--- src/sv/fcsd_pkg.sv ---
package fcsd_pkg;

	// moving-average window length
	localparam int WINDOW_LEN = 10;
	localparam int WIN_IDX_W  = (WINDOW_LEN > 1) ? $clog2(WINDOW_LEN) : 1;

	// running sum of WINDOW_LEN signed Q8.8 samples, with headroom for the update
	localparam int SUM_W = 17 + $clog2(WINDOW_LEN);

	// floor = trunc((10*sum + 768*N) / (2560*N))
	localparam int     NUM_W       = SUM_W + 5;
	localparam longint NUM_OFFSET  = 768 * WINDOW_LEN;
	localparam longint DIVISOR     = 2560 * WINDOW_LEN;
	localparam int     DIV_W       = $clog2(DIVISOR + 1);

	// reciprocal for the constant divide: quotient estimate is low by at most one
	localparam int     RECIP_SHIFT = NUM_W - 1;
	localparam longint RECIP       = (longint'(1) << RECIP_SHIFT) / DIVISOR;
	localparam int     RECIP_W     = $clog2(RECIP + 1);
	localparam int     PROD_W      = NUM_W + RECIP_W;
	localparam int     Q_W         = 9;

	// result queue between front and back
	localparam int FIFO_DEPTH = 4;
	localparam int FIFO_IDX_W = $clog2(FIFO_DEPTH);
	localparam int FIFO_CNT_W = $clog2(FIFO_DEPTH + 1);

	// configuration port
	localparam int              CFG_IDX_W    = 2;
	localparam int              CFG_DATA_W   = 32;
	localparam logic [CFG_IDX_W-1:0] REG_BASELINE = 2'd0;
	localparam logic [CFG_IDX_W-1:0] REG_STALL    = 2'd1;
	localparam logic [CFG_IDX_W-1:0] REG_PERIOD   = 2'd2;
	localparam logic [31:0]     PERIOD_RESET = 32'd60000;
	localparam int              MS_PER_S     = 1000;
	localparam int              STALL_MS_W   = 26;

	// stream widths
	localparam int S_TDATA_W = 56;
	localparam int M_TDATA_W = 32;

	// one classified item handed from front to back
	typedef struct packed {
		logic              rebaseline;
		logic [31:0]       now_ms;
		logic signed [7:0] floor_num;
	} item_t;

	// live configuration seen by the back end
	typedef struct packed {
		logic signed [7:0]      rebase_floor;
		logic [STALL_MS_W-1:0]  stall_ms;
		logic [31:0]            report_period_ms;
	} cfg_t;

endpackage

--- src/sv/fcsd_front.sv ---
module fcsd_front (
	input  logic                 clk,
	input  logic                 arst_n,
	input  logic                 in_valid,
	input  logic signed [15:0]   floor_sample,
	input  logic [31:0]          now_ms,
	input  logic                 rebaseline,
	input  logic signed [7:0]    rebase_floor,
	output logic                 out_valid,
	output fcsd_pkg::item_t      out_item,
	output logic [1:0]           inflight
);

	logic signed [15:0]                  win_q [fcsd_pkg::WINDOW_LEN];
	logic [fcsd_pkg::WINDOW_LEN-1:0]     win_vld_q;
	logic signed [15:0]                  rb_val_q;
	logic [fcsd_pkg::WIN_IDX_W-1:0]      pos_q;
	logic [fcsd_pkg::WIN_IDX_W-1:0]      pos_next;
	logic signed [fcsd_pkg::SUM_W-1:0]   sum_q;

	logic signed [15:0]                  base_val;
	logic signed [15:0]                  old_val;
	logic signed [fcsd_pkg::SUM_W-1:0]   base_sum;
	logic signed [fcsd_pkg::SUM_W-1:0]   sum_cur;
	logic signed [fcsd_pkg::SUM_W-1:0]   sum_next;

	logic                                v_s1;
	logic signed [fcsd_pkg::SUM_W-1:0]   sum_s1;
	logic [31:0]                         now_s1;
	logic                                rb_s1;

	logic signed [fcsd_pkg::NUM_W-1:0]   num;
	logic [fcsd_pkg::NUM_W-1:0]          mag;
	logic [fcsd_pkg::PROD_W-1:0]         prod;

	logic                                v_s2;
	logic [fcsd_pkg::Q_W-1:0]            q0_s2;
	logic [fcsd_pkg::NUM_W-1:0]          mag_s2;
	logic                                neg_s2;
	logic [31:0]                         now_s2;
	logic                                rb_s2;

	logic [fcsd_pkg::NUM_W-1:0]          rem;
	logic [fcsd_pkg::Q_W-1:0]            q;
	logic signed [fcsd_pkg::Q_W:0]       q_signed;
	logic signed [7:0]                   cur;

	// window read: entries not written since rebaseline read as the baseline
	always_comb begin
		base_val = {rebase_floor, 8'h00};
		base_sum = $signed(base_val) * $signed(fcsd_pkg::SUM_W'(fcsd_pkg::WINDOW_LEN));
		if (rebaseline) begin
			old_val = base_val;
			sum_cur = base_sum;
		end else begin
			old_val = win_vld_q[pos_q] ? win_q[pos_q] : rb_val_q;
			sum_cur = sum_q;
		end
		sum_next = sum_cur - fcsd_pkg::SUM_W'(old_val) + fcsd_pkg::SUM_W'(floor_sample);
		pos_next = (pos_q == fcsd_pkg::WIN_IDX_W'(fcsd_pkg::WINDOW_LEN - 1)) ? '0 : pos_q + 1'b1;
	end

	// window storage
	always_ff @(posedge clk) begin
		if (in_valid) begin
			win_q[pos_q] <= floor_sample;
		end
	end

	// window control and running sum
	always_ff @(posedge clk or negedge arst_n) begin
		if (!arst_n) begin
			win_vld_q <= '0;
			rb_val_q  <= '0;
			pos_q     <= '0;
			sum_q     <= '0;
		end else if (in_valid) begin
			if (rebaseline) begin
				// only the entry written now holds a sample, the rest read the baseline
				win_vld_q <= fcsd_pkg::WINDOW_LEN'(1) << pos_q;
				rb_val_q  <= base_val;
			end else begin
				win_vld_q[pos_q] <= 1'b1;
			end
			pos_q <= pos_next;
			sum_q <= sum_next;
		end
	end

	// stage 1: summed window
	always_ff @(posedge clk or negedge arst_n) begin
		if (!arst_n) begin
			v_s1 <= 1'b0;
		end else begin
			v_s1 <= in_valid;
		end
	end

	always_ff @(posedge clk) begin
		if (in_valid) begin
			sum_s1 <= sum_next;
			now_s1 <= now_ms;
			rb_s1  <= rebaseline;
		end
	end

	// scale, offset, take magnitude and multiply by the reciprocal
	always_comb begin
		num  = (fcsd_pkg::NUM_W'(sum_s1) <<< 3) + (fcsd_pkg::NUM_W'(sum_s1) <<< 1)
			+ fcsd_pkg::NUM_W'(fcsd_pkg::NUM_OFFSET);
		mag  = num[fcsd_pkg::NUM_W-1] ? fcsd_pkg::NUM_W'(-num) : fcsd_pkg::NUM_W'(num);
		prod = fcsd_pkg::PROD_W'(mag) * fcsd_pkg::PROD_W'(fcsd_pkg::RECIP);
	end

	// stage 2: quotient estimate
	always_ff @(posedge clk or negedge arst_n) begin
		if (!arst_n) begin
			v_s2 <= 1'b0;
		end else begin
			v_s2 <= v_s1;
		end
	end

	always_ff @(posedge clk) begin
		if (v_s1) begin
			q0_s2  <= prod[fcsd_pkg::RECIP_SHIFT +: fcsd_pkg::Q_W];
			mag_s2 <= mag;
			neg_s2 <= num[fcsd_pkg::NUM_W-1];
			now_s2 <= now_s1;
			rb_s2  <= rb_s1;
		end
	end

	// correct by one, restore sign, saturate
	always_comb begin
		rem = mag_s2 - fcsd_pkg::NUM_W'(q0_s2) * fcsd_pkg::NUM_W'(fcsd_pkg::DIVISOR);
		q   = q0_s2 + fcsd_pkg::Q_W'(rem >= fcsd_pkg::NUM_W'(fcsd_pkg::DIVISOR));
		q_signed = neg_s2 ? -$signed({1'b0, q}) : $signed({1'b0, q});
		if (q_signed > 127) begin
			cur = 8'sd127;
		end else if (q_signed < -128) begin
			cur = -8'sd128;
		end else begin
			cur = q_signed[7:0];
		end
	end

	assign out_valid          = v_s2;
	assign out_item.rebaseline = rb_s2;
	assign out_item.now_ms     = now_s2;
	assign out_item.floor_num  = cur;
	assign inflight            = {1'b0, v_s1} + {1'b0, v_s2};

endmodule

--- src/sv/fcsd_queue.sv ---
module fcsd_queue (
	input  logic                           clk,
	input  logic                           arst_n,
	input  logic                           push,
	input  fcsd_pkg::item_t                push_item,
	input  logic                           pop,
	output logic                           not_empty,
	output fcsd_pkg::item_t                head_item,
	output logic [fcsd_pkg::FIFO_CNT_W-1:0] count
);

	fcsd_pkg::item_t                    mem_q [fcsd_pkg::FIFO_DEPTH];
	logic [fcsd_pkg::FIFO_IDX_W-1:0]    wr_ptr_q;
	logic [fcsd_pkg::FIFO_IDX_W-1:0]    rd_ptr_q;
	logic [fcsd_pkg::FIFO_CNT_W-1:0]    count_q;

	// entry storage
	always_ff @(posedge clk) begin
		if (push) begin
			mem_q[wr_ptr_q] <= push_item;
		end
	end

	// pointers and fill level
	always_ff @(posedge clk or negedge arst_n) begin
		if (!arst_n) begin
			wr_ptr_q <= '0;
			rd_ptr_q <= '0;
			count_q  <= '0;
		end else begin
			if (push) begin
				wr_ptr_q <= wr_ptr_q + 1'b1;
			end
			if (pop) begin
				rd_ptr_q <= rd_ptr_q + 1'b1;
			end
			if (push && !pop) begin
				count_q <= count_q + 1'b1;
			end else if (pop && !push) begin
				count_q <= count_q - 1'b1;
			end
		end
	end

	assign not_empty = (count_q != '0);
	assign head_item = mem_q[rd_ptr_q];
	assign count     = count_q;

endmodule

--- src/sv/fcsd_back.sv ---
module fcsd_back (
	input  logic                              clk,
	input  logic                              arst_n,
	input  logic                              in_valid,
	input  fcsd_pkg::item_t                   in_item,
	output logic                              pop,
	input  fcsd_pkg::cfg_t                    cfg,
	output logic                              m_tvalid,
	input  logic                              m_tready,
	output logic [fcsd_pkg::M_TDATA_W-1:0]    m_tdata
);

	logic signed [7:0] last_floor_q;
	logic [31:0]       last_change_q;
	logic [31:0]       last_report_q;
	logic              alarm_sent_q;
	logic              m_tvalid_q;
	logic [fcsd_pkg::M_TDATA_W-1:0] m_tdata_q;

	logic signed [7:0] prev;
	logic [31:0]       change_ms;
	logic              sent;
	logic              change;
	logic              stall_hit;
	logic              period_hit;
	logic              send;
	logic signed [8:0] dir;

	assign pop = in_valid && (!m_tvalid_q || m_tready);

	// report decision: rebaseline, floor change, stall alarm, period
	always_comb begin
		prev      = in_item.rebaseline ? cfg.rebase_floor : last_floor_q;
		change_ms = in_item.rebaseline ? in_item.now_ms : last_change_q;
		sent      = in_item.rebaseline ? 1'b0 : alarm_sent_q;
		change    = in_item.rebaseline || (in_item.floor_num != last_floor_q);
		stall_hit = !change && !sent && (change_ms != '0) && (change_ms < in_item.now_ms)
			&& (cfg.stall_ms != '0)
			&& ((in_item.now_ms - change_ms) > 32'(cfg.stall_ms));
		period_hit = (in_item.now_ms - last_report_q) >= cfg.report_period_ms;
		send       = change || stall_hit || period_hit;
		dir        = {in_item.floor_num[7], in_item.floor_num} - {prev[7], prev};
	end

	// history state
	always_ff @(posedge clk or negedge arst_n) begin
		if (!arst_n) begin
			last_floor_q  <= '0;
			last_change_q <= '0;
			last_report_q <= '0;
			alarm_sent_q  <= 1'b0;
		end else if (pop) begin
			if (send) begin
				last_report_q <= in_item.now_ms;
			end
			if (change) begin
				last_floor_q  <= in_item.floor_num;
				last_change_q <= in_item.now_ms;
				alarm_sent_q  <= 1'b0;
			end else if (stall_hit) begin
				alarm_sent_q  <= 1'b1;
			end
		end
	end

	// output register
	always_ff @(posedge clk or negedge arst_n) begin
		if (!arst_n) begin
			m_tvalid_q <= 1'b0;
		end else if (pop) begin
			m_tvalid_q <= 1'b1;
		end else if (m_tready) begin
			m_tvalid_q <= 1'b0;
		end
	end

	always_ff @(posedge clk) begin
		if (pop) begin
			m_tdata_q <= {5'b0, dir, prev, in_item.floor_num, stall_hit, send};
		end
	end

	assign m_tvalid = m_tvalid_q;
	assign m_tdata  = m_tdata_q;

endmodule

--- src/sv/floor_change_stall_detector.sv ---
// Floor change and stall detector. Takes one floor estimate per cycle while s_tready is
// high (Q8.8 sample, millisecond timestamp, rebaseline flag) and returns one report item
// per input item, in order. Sustained rate is one item per clock while m_tready stays
// high. The window sum registers at the input accept edge, the reciprocal multiply result
// is registered after it, the quotient correction is pushed into a four-entry queue, and
// the report decision on the queue head loads the output register. s_tready follows
// a credit count over the queue and the two front stages, so backpressure on the
// result side stops intake once four items wait there, with one more item held in
// the output register. Configuration writes take effect on the next cycle.
module floor_change_stall_detector (
	input  logic                                clk,
	input  logic                                arst_n,
	// input items
	input  logic                                s_tvalid,
	output logic                                s_tready,
	input  logic [fcsd_pkg::S_TDATA_W-1:0]      s_tdata,   // floor_sample[15:0],
	                                                       // now_ms[47:16], rebaseline[48]
	// result items
	output logic                                m_tvalid,
	input  logic                                m_tready,
	output logic [fcsd_pkg::M_TDATA_W-1:0]      m_tdata,   // send_report[0], alarm[1],
	                                                       // current_floor[9:2],
	                                                       // previous_floor[17:10],
	                                                       // direction[26:18]
	// configuration writes
	input  logic                                cfg_wr_en,
	input  logic [fcsd_pkg::CFG_IDX_W-1:0]      cfg_idx,
	input  logic [fcsd_pkg::CFG_DATA_W-1:0]     cfg_wr_data
);

	fcsd_pkg::cfg_t                        cfg_q;
	logic                                  in_accept;
	logic                                  front_valid;
	fcsd_pkg::item_t                       front_item;
	logic [1:0]                            inflight;
	logic                                  q_not_empty;
	fcsd_pkg::item_t                       q_head;
	logic [fcsd_pkg::FIFO_CNT_W-1:0]       q_count;
	logic                                  q_pop;
	logic [fcsd_pkg::FIFO_CNT_W:0]         occupancy;

	// configuration registers
	always_ff @(posedge clk or negedge arst_n) begin
		if (!arst_n) begin
			cfg_q.rebase_floor     <= '0;
			cfg_q.stall_ms         <= '0;
			cfg_q.report_period_ms <= fcsd_pkg::PERIOD_RESET;
		end else if (cfg_wr_en) begin
			unique case (cfg_idx)
				fcsd_pkg::REG_BASELINE: begin
					cfg_q.rebase_floor <= cfg_wr_data[7:0];
				end
				fcsd_pkg::REG_STALL: begin
					cfg_q.stall_ms <= fcsd_pkg::STALL_MS_W'(cfg_wr_data[15:0])
						* fcsd_pkg::STALL_MS_W'(fcsd_pkg::MS_PER_S);
				end
				fcsd_pkg::REG_PERIOD: begin
					cfg_q.report_period_ms <= cfg_wr_data;
				end
				default: begin
				end
			endcase
		end
	end

	// credit: items in the front stages plus queued items stay within queue depth
	assign occupancy = (fcsd_pkg::FIFO_CNT_W + 1)'(q_count)
		+ (fcsd_pkg::FIFO_CNT_W + 1)'(inflight);
	assign s_tready  = occupancy < (fcsd_pkg::FIFO_CNT_W + 1)'(fcsd_pkg::FIFO_DEPTH);
	assign in_accept = s_tvalid && s_tready;

	fcsd_front u_front (
		.clk            (clk),
		.arst_n         (arst_n),
		.in_valid       (in_accept),
		.floor_sample   (s_tdata[15:0]),
		.now_ms         (s_tdata[47:16]),
		.rebaseline     (s_tdata[48]),
		.rebase_floor   (cfg_q.rebase_floor),
		.out_valid      (front_valid),
		.out_item       (front_item),
		.inflight       (inflight)
	);

	fcsd_queue u_queue (
		.clk       (clk),
		.arst_n    (arst_n),
		.push      (front_valid),
		.push_item (front_item),
		.pop       (q_pop),
		.not_empty (q_not_empty),
		.head_item (q_head),
		.count     (q_count)
	);

	fcsd_back u_back (
		.clk      (clk),
		.arst_n   (arst_n),
		.in_valid (q_not_empty),
		.in_item  (q_head),
		.pop      (q_pop),
		.cfg      (cfg_q),
		.m_tvalid (m_tvalid),
		.m_tready (m_tready),
		.m_tdata  (m_tdata)
	);

endmodule

--- config.mk ---
export PLATFORM = sky130hd
export DESIGN_NAME = floor_change_stall_detector
export DESIGN_NICKNAME = d
export VERILOG_FILES = /design/src/sv/fcsd_pkg.sv /design/src/sv/fcsd_front.sv /design/src/sv/fcsd_queue.sv /design/src/sv/fcsd_back.sv /design/src/sv/floor_change_stall_detector.sv
export SDC_FILE = /design/constraint.sdc
export NUM_CORES = 2
export LEC_CHECK = 0
export BUFFER_PORTS_ARGS = -buffer_cell sky130_fd_sc_hd__buf_2
export CORE_MARGIN = 8
export CORE_UTILIZATION = 40
export DETAILED_ROUTE_END_ITERATION = 16
export PLACE_DENSITY = 0.57
export RECOVER_POWER = 25
export SYNTH_ARGS = -nofsm -noshare
export SYNTH_HDL_FRONTEND = slang
export SYNTH_SLANG_ARGS = --single-unit
--- constraint.sdc ---
create_clock -name clk -period 21.7 [get_ports clk]
set_input_delay 4.34 -clock clk [delete_from_list [all_inputs] [get_ports clk]]
set_output_delay 4.34 -clock clk [all_outputs]
set_load 0.01 [all_outputs]
==> impl_metrics.csv <==
group,metric,value,unit
timing,setup_viol,0,
clock_tree,cts_buffers,75,
clock_tree,clk_pin_slew,0.06,ns
worst_setup_path,crit_path_start_kind,"register",
clock_tree,insertion_delay,0.64,ns
logic_synthesis,synth-main-ff-cell,"edfxtp_1",
logic_synthesis,postSynthCellCount,3326,
worst_setup_path,path_class,"reg2reg",
placed_design,io_buffers,116,
routing,first_pass_iters,5,
floorplanning,chipWidth,337,um
routing,vias,25500,
global_routing,antenna_found_initial,12,
routing,wirelength,92.7,mm
timing,slew_headroom,-142,%
worst_setup_path,startpoint,"u_front.sum_s1[0]",
clock_tree,clockBufferDepth,3,
clock_tree,htree_levels,3,
global_routing,grt_pass1_vias,26154,
placed_design,hpwl,68.5,mm
routing,drtIter0Drc,1402,
worst_setup_path,critPathMaxStageDelay,0.82,ns
floorplanning,core-area,0.103,mm^2
logic_synthesis,synth_top_area_cell,"edfxtp_1",
final_layout,fin_area,0.0462,mm^2
final_layout,area_growth,11.9,%
logic_synthesis,syn-cell-area,0.0413,mm^2
floorplanning,die-area,0.114,mm^2
floorplanning,dieHeight,337,um
logic_synthesis,async_flop_share,28.9,%
routing,drc,0,
clock_tree,cts.hold.buffers_added,0,
global_routing,grt_remaining_overflow,0,
routing,ant_nets,0,
placed_design,place.gp.congestion,0.837,
outcome,outcome,"finished with violations",
clock_tree,cts_tree,"built",
timing,fin_crit,11.29,ns
clock_tree,cts_sinks,653,
logic_synthesis,yosysWarnings,0,
logic_synthesis,yosysTopAreaCellShare,33.7,%
worst_setup_path,critPathArrivalTime,11.63,ns
worst_hold_path,hp-class,"reg2reg",
clock_tree,post_cts_buffers,0,
final_layout,nets,4166,
worst_setup_path,crit_path_frequent_cell,"fa_1",
floorplanning,io_pins,129,
clock_tree,clock-root-buffer,"clkbuf_16",
floorplanning,rows,118,
logic_synthesis,synth_compound_area_share,8.60,%
worst_setup_path,path_max_fanout,23,
logic_synthesis,synth_cell_types,81,
timing,worst_slew_pin_slew,3.63,ns
worst_setup_path,crit_family,"compound AO/OA/AOI/OAI gates",
timing,post-route-period-util,52.0,%
worst_setup_path,crit_buf_inv,2,
logic_synthesis,synthSimpleGateAreaFrac,7.11,%
routing,viasPerCell,5.17,
logic_synthesis,avgSynthCellArea,12.4,um^2
logic_synthesis,yosys-top-cells-area,"edfxtp_1, ha_1, dfrtp_1, fa_1, mux4_2",
worst_hold_path,hp-start,"u_front.now_s1[9]",
worst_setup_path,cp_slowest_cell,"xnor2_1",
logic_synthesis,synth_top_family_by_area,"adder cells",
timing,grt_setup_unrepaired,"no",
global_routing,grt_pass1_wl,146,mm
logic_synthesis,muxShareOfSynthArea,9.91,%
timing,max_freq,88.6,MHz
worst_setup_path,r2r-start,"u_front.sum_s1[0]",
logic_synthesis,synth_seq_area_share,45.2,%
job,maxCapViolations,4,
routing,wl_per_cell,18.8,um
clock_tree,cts_resized,0,
logic_synthesis,ys_seq_elements,653,
placed_design,dpl-instance-area,0.0437,mm^2
final_layout,drive_gt1_share,15.3,%
logic_synthesis,synth_edf_count,464,
global_routing,groute.usage.overall,16.3,%
outcome,violations,"capacitance limit, slew limit",
logic_synthesis,synth_xor_area_share,4.19,%
worst_setup_path,end_kind,"register",
final_layout,final_common_cell,"edfxtp_1",
timing,finalMaxSlewViolations,188,
timing,setup_tns,0,ns
worst_setup_path,worst_ep_required_time,22.05,ns
timing,worst_clock_skew,0.0401,ns
floorplanning,start_util,40.1,%
logic_synthesis,synth_fa_ha_area_share,20.6,%
timing,finalHoldViolCount,0,
global_routing,grt_max_degree,83,
final_layout,final_cell_mix,"edfxtp_1, ha_1, inv_1, dfrtp_1, fa_1",
[final timing paths]
check                                    end  slack, ns  depth (start not counted)
min in group asynchronous          cfg_q[57]       3.80                          1
min reg2reg                u_front.now_s2[9]       0.42                          0
min                        u_front.now_s2[9]       0.42                          0
max                         u_front.q0_s2[8]      10.41                         32
max reg2reg                 u_front.q0_s2[8]      10.41                         32
max in group asynchronous   u_front.pos_q[1]      16.61                          2
[cell type report]
type                            instances  area (um^2)
Antenna cell                            4         10.0
Clock buffer                          102         2100
Clock inverter                         36          438
Fill cell                            9508        56800
Inverter                              398         1500
Multi-Input combinational cell       2207        20900
Sequential cell                       653        18700
Tap cell                             1380         1730
Timing Repair Buffer                  155          867
[kinds of logic (layout without fill, tap and decap cells)]
group	Yosys count	in the layout
compound gates	541	541
flops	653	653
simple gates	582	582
other cells	2	15
fa+ha+maj	581	581
buf+inv	475	691
xor+xnor	195	195
mux	297	297
[sequential cells by signal, indices dropped and copies added (netlist names), 3 cells and up]
register,flops
cfg_q,63
u_back.last_change_q,32
u_back.last_floor_q,8
u_back.last_report_q,32
u_back.m_tdata,27
u_front.mag_s2,16
u_front.now_s1,32
u_front.now_s2,32
u_front.pos_q,4
u_front.q0_s2,9
u_front.rb_val_q,8
u_front.sum_q,21
u_front.sum_s1,21
u_front.win_q,160
u_front.win_vld_q,10
u_queue.count,3
u_queue.mem_q,164
[cells in the mapped netlist, types with 55 or more instances]
cell / instances
mux4_2: 75
mux2i_1: 75
inv_1: 397
dfrtp_1: 182
ha_1: 416
xor2_1: 72
nand2_1: 135
mux2_2: 147
nor2_1: 124
fa_1: 165
a21oi_1: 133
clkbuf_1: 55
edfxtp_1: 464
o21ai_0: 124
xnor2_1: 121
a21o_1: 73
[stage by stage]
stage	util [%]	hold WS [ns]	instances	worst slack, ns
3_5_place_dp	42.4	0.405	4793	10.36
5_1_grt	44.9	0.419	4931	9.58
2_1_floorplan	-	0.400	3335	12.15
3_3_place_gp	42.4	0.401	4793	10.38
4_1_cts	44.9	0.419	4931	10.27
6_report	44.9	0.416	4935	10.41
[per-layer routing]
metal  track usage (%)  wire [um]  up-vias
met5                 0         26        -
met4              4.87       2650        4
met3              2.64       4240      142
li1                  -          -    12352
met1              22.3      43100    12565
met2              26.7      42600      437
Power is not shown: default switching activity piles up to over one toggle a cycle in this logic, so the estimate is an artifact.
